File: src/rtl/pll_divider_search_defines.svh
// assertion macros for the pll divider search block
// used by the top level only; expects clk and rst_n in scope
`ifndef PLL_DIVIDER_SEARCH_DEFINES_SVH
`define PLL_DIVIDER_SEARCH_DEFINES_SVH

// checked only out of reset
`define PDS_ASSERT(lbl, prop, msg) \
  lbl: assert property (@(posedge clk) disable iff (!rst_n) prop) else $error(msg);

// checked on every edge, reset included
`define PDS_ASSERT_ALWAYS(lbl, prop, msg) \
  lbl: assert property (@(posedge clk) prop) else $error(msg);

`endif

File: src/rtl/pds_pkg.sv
// constants, reciprocal table and seed rom for the pll divider search
// no dependencies
package pds_pkg;

  localparam int unsigned RefW    = 17;
  localparam int unsigned MhzW    = 11;
  localparam int unsigned MW      = 7;
  localparam int unsigned PW      = 3;
  localparam int unsigned SeedW   = 9;
  localparam int unsigned ProdW   = 24;  // m * ref stays below 2^24
  localparam int unsigned TgtW    = 21;  // 1150 * 1000
  localparam int unsigned RecipW  = 27;
  localparam int unsigned RecipSh = 27;
  localparam int unsigned MulW    = ProdW + RecipW;

  localparam logic [MhzW-1:0] TargetMin = MhzW'(300);
  localparam logic [MhzW-1:0] TargetMax = MhzW'(1150);
  localparam logic [MW-1:0]   MFirst    = MW'(62);
  localparam logic [MW-1:0]   MLast     = MW'(92);
  localparam logic [PW-1:0]   PFirst    = PW'(2);
  localparam logic [PW-1:0]   PLast     = PW'(6);
  localparam logic [RefW-1:0] RefReset  = RefW'(25000);

  typedef enum logic [PW-1:0] {
    P_DIV2 = 3'd2,
    P_DIV3 = 3'd3,
    P_DIV4 = 3'd4,
    P_DIV5 = 3'd5,
    P_DIV6 = 3'd6
  } p_code_t;

  // ceil(2^27 / p); exact floor for any dividend below 2^24
  function automatic logic [RecipW-1:0] recip(input logic [PW-1:0] p);
    logic [RecipW-1:0] r;
    case (p)
      P_DIV2:  r = RecipW'(67108864);
      P_DIV3:  r = RecipW'(44739243);
      P_DIV4:  r = RecipW'(33554432);
      P_DIV5:  r = RecipW'(26843546);
      P_DIV6:  r = RecipW'(22369622);
      default: r = '0;
    endcase
    return r;
  endfunction

  function automatic logic [SeedW-1:0] seed_of(input logic [MW-1:0] m);
    logic [4:0] idx;
    logic [SeedW-1:0] s;
    idx = 5'(m - MFirst);
    case (idx)
      5'd0:  s = 9'd426;  5'd1:  s = 9'd469;  5'd2:  s = 9'd234;
      5'd3:  s = 9'd373;  5'd4:  s = 9'd442;  5'd5:  s = 9'd221;
      5'd6:  s = 9'd110;  5'd7:  s = 9'd311;  5'd8:  s = 9'd411;
      5'd9:  s = 9'd461;  5'd10: s = 9'd486;  5'd11: s = 9'd243;
      5'd12: s = 9'd377;  5'd13: s = 9'd188;  5'd14: s = 9'd350;
      5'd15: s = 9'd175;  5'd16: s = 9'd343;  5'd17: s = 9'd427;
      5'd18: s = 9'd213;  5'd19: s = 9'd106;  5'd20: s = 9'd53;
      5'd21: s = 9'd282;  5'd22: s = 9'd397;  5'd23: s = 9'd454;
      5'd24: s = 9'd227;  5'd25: s = 9'd113;  5'd26: s = 9'd56;
      5'd27: s = 9'd284;  5'd28: s = 9'd142;  5'd29: s = 9'd71;
      5'd30: s = 9'd35;
      default: s = '0;
    endcase
    return s;
  endfunction

endpackage

File: src/rtl/pll_divider_search.sv
// pll divider search top level: m/p search for a wanted link clock
// depends on pds_pkg and pll_divider_search_defines.svh
//
// usage
//   cfg channel: one write sets ref_clock_khz (reset value 25000); write only
//   while the block is idle. cfg_ready is always high.
//   in channel: one request carries target_mhz. in_ready is high only while
//   the sequencer is idle, so one request is worked on at a time.
//   out channel: one result per request, held in an output register until
//   taken; a new request may be accepted while that result still waits.
// flow
//   out-of-range target: no search, straight to the final state.
//   in range: one (m, p) candidate a cycle into the shared 24x27 reciprocal
//   multiplier, 155 at most; each candidate is judged from the pipeline
//   register, and the final state writes the result register, after which
//   the next request can be taken; an exact match ends the walk early.
// reset: synchronous, rst_n low returns the sequencer to idle, drops
//   out_valid and restores the reference clock value.
// stall: while out_ready is low the finished result holds; a search that
//   ends meanwhile waits in its final state until the register frees.
`include "pll_divider_search_defines.svh"

module pll_divider_search
  import pds_pkg::*;
(
  input  logic             clk,
  input  logic             rst_n,
  input  logic             cfg_valid,
  output logic             cfg_ready,
  input  logic [RefW-1:0]  cfg_ref_clock_khz,
  input  logic             in_valid,
  output logic             in_ready,
  input  logic [MhzW-1:0]  in_target_mhz,
  output logic             out_valid,
  input  logic             out_ready,
  output logic             out_status,
  output logic [MW-1:0]    out_m_divider,
  output logic [SeedW-1:0] out_m_seed,
  output logic [PW-1:0]    out_p_divider,
  output logic             out_n_divider
);

  typedef enum logic [1:0] {
    ST_IDLE,
    ST_SEARCH,
    ST_FIN
  } state_t;

  state_t            state_r;
  logic [RefW-1:0]   ref_r;
  logic [TgtW-1:0]   tgt_r;
  logic              range_err_r;
  logic [MW-1:0]     m_r;
  logic [PW-1:0]     p_r;
  logic [ProdW-1:0]  prod_r;
  logic              issued_all_r;
  logic              s_valid_r;
  logic [MulW-1:0]   s_mul_r;
  logic [MW-1:0]     s_m_r;
  logic [PW-1:0]     s_p_r;
  logic [ProdW-1:0]  best_err_r;
  logic [MW-1:0]     best_m_r;
  logic [PW-1:0]     best_p_r;
  logic              out_valid_r;
  logic              out_status_r;
  logic [MW-1:0]     out_m_r;
  logic [SeedW-1:0]  out_seed_r;
  logic [PW-1:0]     out_p_r;
  logic              out_n_r;

  logic              in_req;
  logic              in_range;
  logic [ProdW-1:0]  cand;
  logic [ProdW-1:0]  err;
  logic              better;
  logic              exact;
  logic              out_free;
  logic [ProdW-1:0]  ref_ext;

  assign cfg_ready = 1'b1;
  assign in_ready  = (state_r == ST_IDLE);
  assign in_req    = in_valid && in_ready;
  assign in_range  = (in_target_mhz >= TargetMin) && (in_target_mhz <= TargetMax);
  assign out_free  = !out_valid_r || out_ready;
  assign ref_ext   = ProdW'(ref_r);

  // evaluate the candidate in the pipeline register
  assign cand   = s_mul_r[MulW-1:RecipSh];
  assign err    = (cand > ProdW'(tgt_r)) ? (cand - ProdW'(tgt_r)) : (ProdW'(tgt_r) - cand);
  assign better = s_valid_r && (err < best_err_r);
  assign exact  = s_valid_r && (err == '0);

  always_ff @(posedge clk) begin
    if (!rst_n) begin
      state_r      <= ST_IDLE;
      ref_r        <= RefReset;
      s_valid_r    <= 1'b0;
      issued_all_r <= 1'b0;
      range_err_r  <= 1'b0;
      out_valid_r  <= 1'b0;
    end else begin
      if (cfg_valid && cfg_ready) begin
        ref_r <= cfg_ref_clock_khz;
      end
      if ((state_r == ST_FIN) && out_free) begin
        out_valid_r <= 1'b1;
      end else if (out_ready) begin
        out_valid_r <= 1'b0;
      end
      s_valid_r <= (state_r == ST_SEARCH) && !issued_all_r;

      unique case (state_r)
        ST_IDLE: begin
          if (in_req) begin
            tgt_r        <= TgtW'(in_target_mhz) * TgtW'(1000);
            range_err_r  <= !in_range;
            m_r          <= MFirst;
            p_r          <= PFirst;
            prod_r       <= (ref_ext << 6) - (ref_ext << 1);
            issued_all_r <= 1'b0;
            best_err_r   <= '1;
            best_m_r     <= MFirst;
            best_p_r     <= PFirst;
            state_r      <= in_range ? ST_SEARCH : ST_FIN;
          end
        end

        ST_SEARCH: begin
          // issue side: one candidate a cycle into the multiplier
          if (!issued_all_r) begin
            s_mul_r   <= MulW'(prod_r) * MulW'(recip(p_r));
            s_m_r     <= m_r;
            s_p_r     <= p_r;
            if (p_r == PLast) begin
              p_r    <= PFirst;
              m_r    <= m_r + MW'(1);
              prod_r <= prod_r + ref_ext;
              if (m_r == MLast) begin
                issued_all_r <= 1'b1;
              end
            end else begin
              p_r <= p_r + PW'(1);
            end
          end
          // evaluate side
          if (better) begin
            best_err_r <= err;
            best_m_r   <= s_m_r;
            best_p_r   <= s_p_r;
          end
          if (exact || (issued_all_r && !s_valid_r)) begin
            state_r <= ST_FIN;
          end
        end

        ST_FIN: begin
          if (out_free) begin
            out_status_r <= range_err_r;
            out_m_r      <= range_err_r ? '0 : best_m_r;
            out_seed_r   <= range_err_r ? '0 : seed_of(best_m_r);
            out_p_r      <= range_err_r ? '0 : best_p_r;
            out_n_r      <= !range_err_r;
            state_r      <= ST_IDLE;
          end
        end

        default: state_r <= ST_IDLE;
      endcase
    end
  end

  assign out_valid     = out_valid_r;
  assign out_status    = out_status_r;
  assign out_m_divider = out_m_r;
  assign out_m_seed    = out_seed_r;
  assign out_p_divider = out_p_r;
  assign out_n_divider = out_n_r;

  `PDS_ASSERT(a_err_zero, (out_valid && out_status) |->
    (out_m_divider == '0 && out_p_divider == '0 && out_m_seed == '0 && !out_n_divider),
    "error result has nonzero dividers")
  `PDS_ASSERT(a_ok_range, (out_valid && !out_status) |->
    (out_m_divider >= MFirst && out_m_divider <= MLast && out_p_divider >= PFirst &&
     out_p_divider <= PLast && out_n_divider),
    "ok result outside divider range")
  `PDS_ASSERT(a_busy_after_req, (in_valid && in_ready) |=> !in_ready,
    "request accepted while search still running")
  `PDS_ASSERT_ALWAYS(a_reset_idle, !rst_n |=> (in_ready && !out_valid),
    "reset did not return to idle")

endmodule

File: config.mk
export PLATFORM = sky130hd
export DESIGN_NAME = pll_divider_search
export DESIGN_NICKNAME = d
export VERILOG_FILES = /design/src/rtl/pds_pkg.sv /design/src/rtl/pll_divider_search.sv
export VERILOG_INCLUDE_DIRS = /design/src /design/src/rtl
export SDC_FILE = /design/constraint.sdc
export NUM_CORES = 1
export LEC_CHECK = 0
export ABC_AREA = 1
export BUFFER_PORTS_ARGS = -buffer_cell sky130_fd_sc_hd__buf_4
export CAP_MARGIN = 10
export CORE_MARGIN = 5
export CORE_UTILIZATION = 55
export DETAILED_ROUTE_END_ITERATION = 16
export PLACE_DENSITY = 0.71
export SYNTH_ARGS = -nofsm -noshare
export SYNTH_HDL_FRONTEND = slang
export SYNTH_SLANG_ARGS = --single-unit
File: constraint.sdc
create_clock -name clk -period 20.7 [get_ports clk]
set_clock_uncertainty 0.1 [all_clocks]
set_input_delay 2.07 -clock clk [delete_from_list [all_inputs] [get_ports clk]]
set_output_delay 2.07 -clock clk [all_outputs]
set_load 0.05 [all_outputs]
# Word level (Yosys, flattened, before mapping)

Memories as Yosys holds them, arrays and structs flattened. A register that Yosys moved wholly into a read port is not among the register bits.
Cells that the tools add are included.
W data, S select, Z words.

$add $sub $neg: 7
Multipliers: 2
Div/mod/pow operators: 0
$lt $le $gt $ge: 4
Equal/unequal tests: 14
Shifts and indexed selects: 0
Mux-type cells: 36
Bitwise gates (word level): 1
Reduce and logical (&&, ||, !) cells: 27

Operator list:

| operator                | number |
|---|---|
| $mux W24                | 6 |
| $pmux W27 S5            | 1 |
| $pmux W24 S2            | 2 |
| $mux W27                | 3 |
| $mul A24 B27 Y51        | 1 |
| $mux W7                 | 4 |
| $pmux W7 S2             | 2 |
| $add A24 B17 Y24        | 1 |
| $gt A24 B21 Y1          | 1 |
| $logic_not A24 Y1       | 1 |
| $lt A24 B24 Y1          | 1 |
| $sub A21 B24 Y24        | 1 |
| $sub A23 B18 Y24        | 1 |
| $sub A24 B21 Y24        | 1 |
| $mul A11 B7 Y18 const B | 1 |
| $mux W3                 | 4 |
| $pmux W3 S2             | 2 |
| $reduce_and A3 Y1       | 4 |
| $ge A11 B9 Y1 const B   | 1 |
| $le A11 B11 Y1 const B  | 1 |
| $eq A3 B3 Y1 const B    | 3 |
| $mux W2                 | 4 |
| $reduce_and A4 Y1       | 2 |
| $add A7 B1 Y7 const B   | 1 |
| other kinds (19)        | 42 |

Flip-flop bits (word level): 182
Latch bits: 0
Memory bits (writable): 0
Memory bits (read-only): 288
Input bits: 33
Output and inout bits: 24
Memories: 1

Memories:

| name             | depth | width | rd ports | clocked after Yosys merged registers in | write ports | line          | RTL |
|---|---|---|---|---|---|---|---|
| (name not given) | 32    | 9     | 1        | 1                                       | 0           | pds_pkg.sv:50 | `case (idx)` |

# Logic depth before layout (Yosys ltp)

Depth after elaboration: 7
Depth in mapped cells: 41

# Worst setup path after synthesis

Ideal clock, no wire load.

Path kind: register -> register
From: register p_r[0]
To: register s_mul_r[50] (data pin)
Data arrival time: 6.965 ns
Slack: 13.375 ns
Cell stages (with the launch flop): 31
Period minus slack after synthesis: 7.325 ns
Path through: edfxtp_1 > inv_1 > ha_1 > o21ai_1 > nand3_1 > nand2_1 > clkbuf_1 > nor2_1 > fa_1 > inv_1 > fa_1 > inv_1 > fa_1 > fa_1 > inv_1 > fa_1 > inv_1 > fa_1 > inv_1 > fa_1 > inv_1 > ha_1 > a21oi_1 > o21ai_0 > a21oi_1 > inv_1 > a21oi_1 > inv_1 > a221oi_1 > nand2_1 > xor2_1

Cells in the longest elaborated chain, start to end: 6
Elaborated cells on any way between the ends: 10
Those cells by class: mul: 1; eq/ne: 5; mux: 4

Ends and longest elaborated chain:

| item                                                | line                      | RTL |
|---|---|---|
| from (decl)                                         | pll_divider_search.sv:54  | `logic [PW-1:0] p_r;` |
| from (signal assigned)                              | pll_divider_search.sv:118 | `p_r <= PFirst;` |
| from (signal assigned)                              | pll_divider_search.sv:135 | `p_r <= PFirst;` |
| from (signal assigned)                              | pll_divider_search.sv:142 | `p_r <= p_r + PW'(1);` |
| $eq A3 B3 Y1 / $eq A3 B2 Y1 (equally long branches) | pds_pkg.sv:35             | `case (p)` |
| $pmux W27 S5 *                                      | pds_pkg.sv:35             |  |
| $mux W27 *                                          | pll_divider_search.sv:130 | `if (!issued_all_r) begin` |
| $mux W27 *                                          | pll_divider_search.sv:112 | `unique case (state_r)` |
| $mux W27 *                                          | pll_divider_search.sv:94  | `if (!rst_n) begin` |
| $mul A24 B27 Y51 *                                  | pll_divider_search.sv:131 | `s_mul_r <= MulW'(prod_r) * MulW'(recip(p_r));` |
| to (signal assigned)                                | pll_divider_search.sv:131 |  |
| to (decl)                                           | pll_divider_search.sv:58  | `logic [MulW-1:0] s_mul_r;` |

Every way passes the cells marked *; elsewhere a longest branch is shown, timed or not. The select of a mux whose other input is x is not followed.
A chain may end at the register's enable or synchronous reset.

# Worst setup path after layout

From: register p_r[0]
To: register s_mul_r[48] (data pin)

Same word-level chain as after synthesis.

==> out/metrics.cfg <==
[run_status]
status = complete, no violations

[logic_synthesis]
ys_seq_area_share_pct = 17.38
ys_async_sr_fraction_pct = 0
syn_avg_cell_area_um2 = 8.035
synth_cell_type_count = 56
synth_edf_count = 141
syn-cell-area_um2 = 27010
synthesis.nets = 4086
yosysWarnings = 0
synth-seq-cells = 164
synthCells = 3361
dominantRegCellSynth = edfxtp_1

[clock_network]
htreeDepth = 4
ctsResizeCount = 0
clock_latency_ns = 0.46
cts-root-buf = clkbuf_16
postCtsSetupBuffers = 0
ctsHoldBuffers = 0
cts.sinks = 164
clockBufferDepth = 2
cts_made_buffers = 17
path_clk_slew_ns = 0.06
cts_tree = done

[layout]
layout_common_cells = inv_1 (883), nand2_1 (562), fa_1 (352)
drive_gt1_share_pct = 4.007
final_common_cell = inv_1
area_delta_synth_final_pct = 6.454
nets = 4131
nFillCells = 4520

[sta]
setup_ws_ns = 11.51
tightest_slew_ns = 1.182
setup_viol = 0
slew_headroom_pct = 20.70
finalCritPeriodShare_pct = 44.39
drv_slew = 0
rsz0062_at_grt = no
setup_tns_ns = 0
fin_crit_ns = 9.188
fmax_mhz = 108.8
hold_viol_final = 0

[hold_path]
hold_start = issued_all_r
hold_end = s_valid_r
whs_path_depth = 1
hp-class = reg -> reg

[setup_path]
crit_buf_inv = 9
crit_slowest_cell = o21ai_1
crit_arrival_ns = 9.28
required_ns = 20.79
r2r_cells = 35
end_kind = register
critPathTopFamily = adder cells
r2r-end = s_mul_r[48]
rrSetupSlack_ns = 11.51
cp.depth = 35
critical_path_class = reg -> reg
reg2reg_from = p_r[0]
worstPathMaxFanout = 23
start_kind = register
cp_common_cell = inv_1
cp_slowest_stage_delay_ns = 0.91

[routing]
wire_per_inst_um = 17.05
drtPass1Iterations = 6
drc = 0
vias_per_cell = 5.256
postRouteAntennaNets = 0
num_vias = 21466
drt-initial-drc-count = 1541
totalWireLength_um = 69650

[place]
dp_hpwl_um = 61000
gp_congestion = 0.9987
placement.io_buffers = 55
pre_cts_ws_ns = 11.59

[global_route]
grt.busiest_layer = met2
grt_max_degree = 56
first_global_vias = 21378
grt_overflow = 0
grt_util_met3_pct = 6.725
grt_pass1_wl_um = 113100
met1_usage_pct = 37.27
grt_use_met2_pct = 42.10
antenna_found_initial = 2
track_usage_pct = 26.81

[floorplan]
start_util_pct = 55.40
die_y_um = 231.6
io_pins = 57
num_rows = 81
die_area_um2 = 53640
die_x_um = 231.6
coreArea_um2 = 48750

[job]
maxCapViolCount = 0

per-layer routing:
| metal | part of all wire [%] | vias up |
|---|---|---|
| li1 | - | 10455 |
| met1 | 43 | 10178 |
| met2 | 45 | 719 |
| met3 | 8.7 | 112 |
| met4 | 2.7 | 2 |
| met5 | 0.011 | - |
worst max path at each step:
stage	start	end	slack, ns
final	p_r[0]	s_mul_r[48]	11.51
after global routing	p_r[0]	s_mul_r[40]	10.83
after detailed placement	p_r[0]	s_mul_r[50]	11.59
after floorplan	p_r[0]	s_mul_r[50]	13.37
after global placement	p_r[0]	s_mul_r[50]	11.80
after CTS	p_r[0]	s_mul_r[50]	11.59
registers in the layout, indices dropped and copies added (netlist names):
register,flops
issued_all_r,1
ref_r,17
state_r,2
s_p_r,3
p_r,3
out_m_divider,7
out_p_divider,3
out_m_seed,9
best_p_r,3
out_n_divider,1
m_r,7
s_m_r,7
prod_r,24
out_valid,1
tgt_r,18
best_m_r,7
s_valid_r,1
s_mul_r,24
range_err_r,1
out_status,1
best_err_r,24
metrics by stage:
step / utilization, % / area [um2] / std cells / hold slack (ns)
finish: 58.98 / 28750 / 4084 / 0.3738
global route: 58.97 / 28750 / 4083 / 0.3863
CTS: 58.97 / 28750 / 4083 / 0.3734
detailed placement: 57.81 / 28180 / 4051 / 0.3655
global placement: 57.81 / 28180 / 4051 / 0.3580
floorplan: - / 27010 / 3361 / 0.3268
cell usage after synthesis, drive strengths merged (2+ instances only):
cell	instances	area, um2
inv	884	3321
nand2	576	2207
fa	352	7047
ha	340	4254
nor2	309	1190
a21oi	199	996.0
edfxtp	141	4234
o21ai	138	694.4
nand3	111	585.6
xor2	58	508.0
clkbuf	32	121.4
nor3	25	125.1
dfxtp	23	460.4
nand4	21	131.4
o21a	19	142.6
xnor2	17	148.9
a31oi	15	93.84
o21bai	15	116.4
or2	13	81.33
a21o	9	67.56
o31ai	9	67.56
buf	8	65.05
a211oi	5	37.54
a21boi	5	37.54
a311oi	4	35.03
clkinv	4	15.01
nor4	4	25.02
o211ai	4	30.03
a221oi	3	26.28
o22ai	3	18.77
and2	2	12.51
nand3b	2	15.01
o221ai	2	17.52
area by class of cell:
| class | instances | area (um2) | area share [%] |
|---|---|---|---|
| multi-input combinational | 2269 | 18820 | 65.48 |
| sequential | 164 | 4695 | 16.33 |
| inverter | 888 | 3336 | 11.60 |
| tap | 664 | 830.8 | 2.890 |
| timing repair buffer | 66 | 495.5 | 1.723 |
| clock buffer | 21 | 440.4 | 1.532 |
| clock inverter | 11 | 126.4 | 0.4395 |
| antenna | 1 | 2.502 | 0.008704 |
logic make-up (layout without fill, tap and decap cells):
logic type	after synthesis	after routing	share of synthesized area, %
mux	1	1	0.04169
flops	164	164	17.38
compound gates	436	436	9.025
other cells	1	2	0.01389
buf+inv	928	986	13.04
xor+xnor	75	75	2.432
fa+ha+maj	692	692	41.84
simple gates	1064	1064	16.22
Power is left out: the tool's default activity adds up to more than one toggle a clock period on the data nets, which glitch-free logic cannot reach.
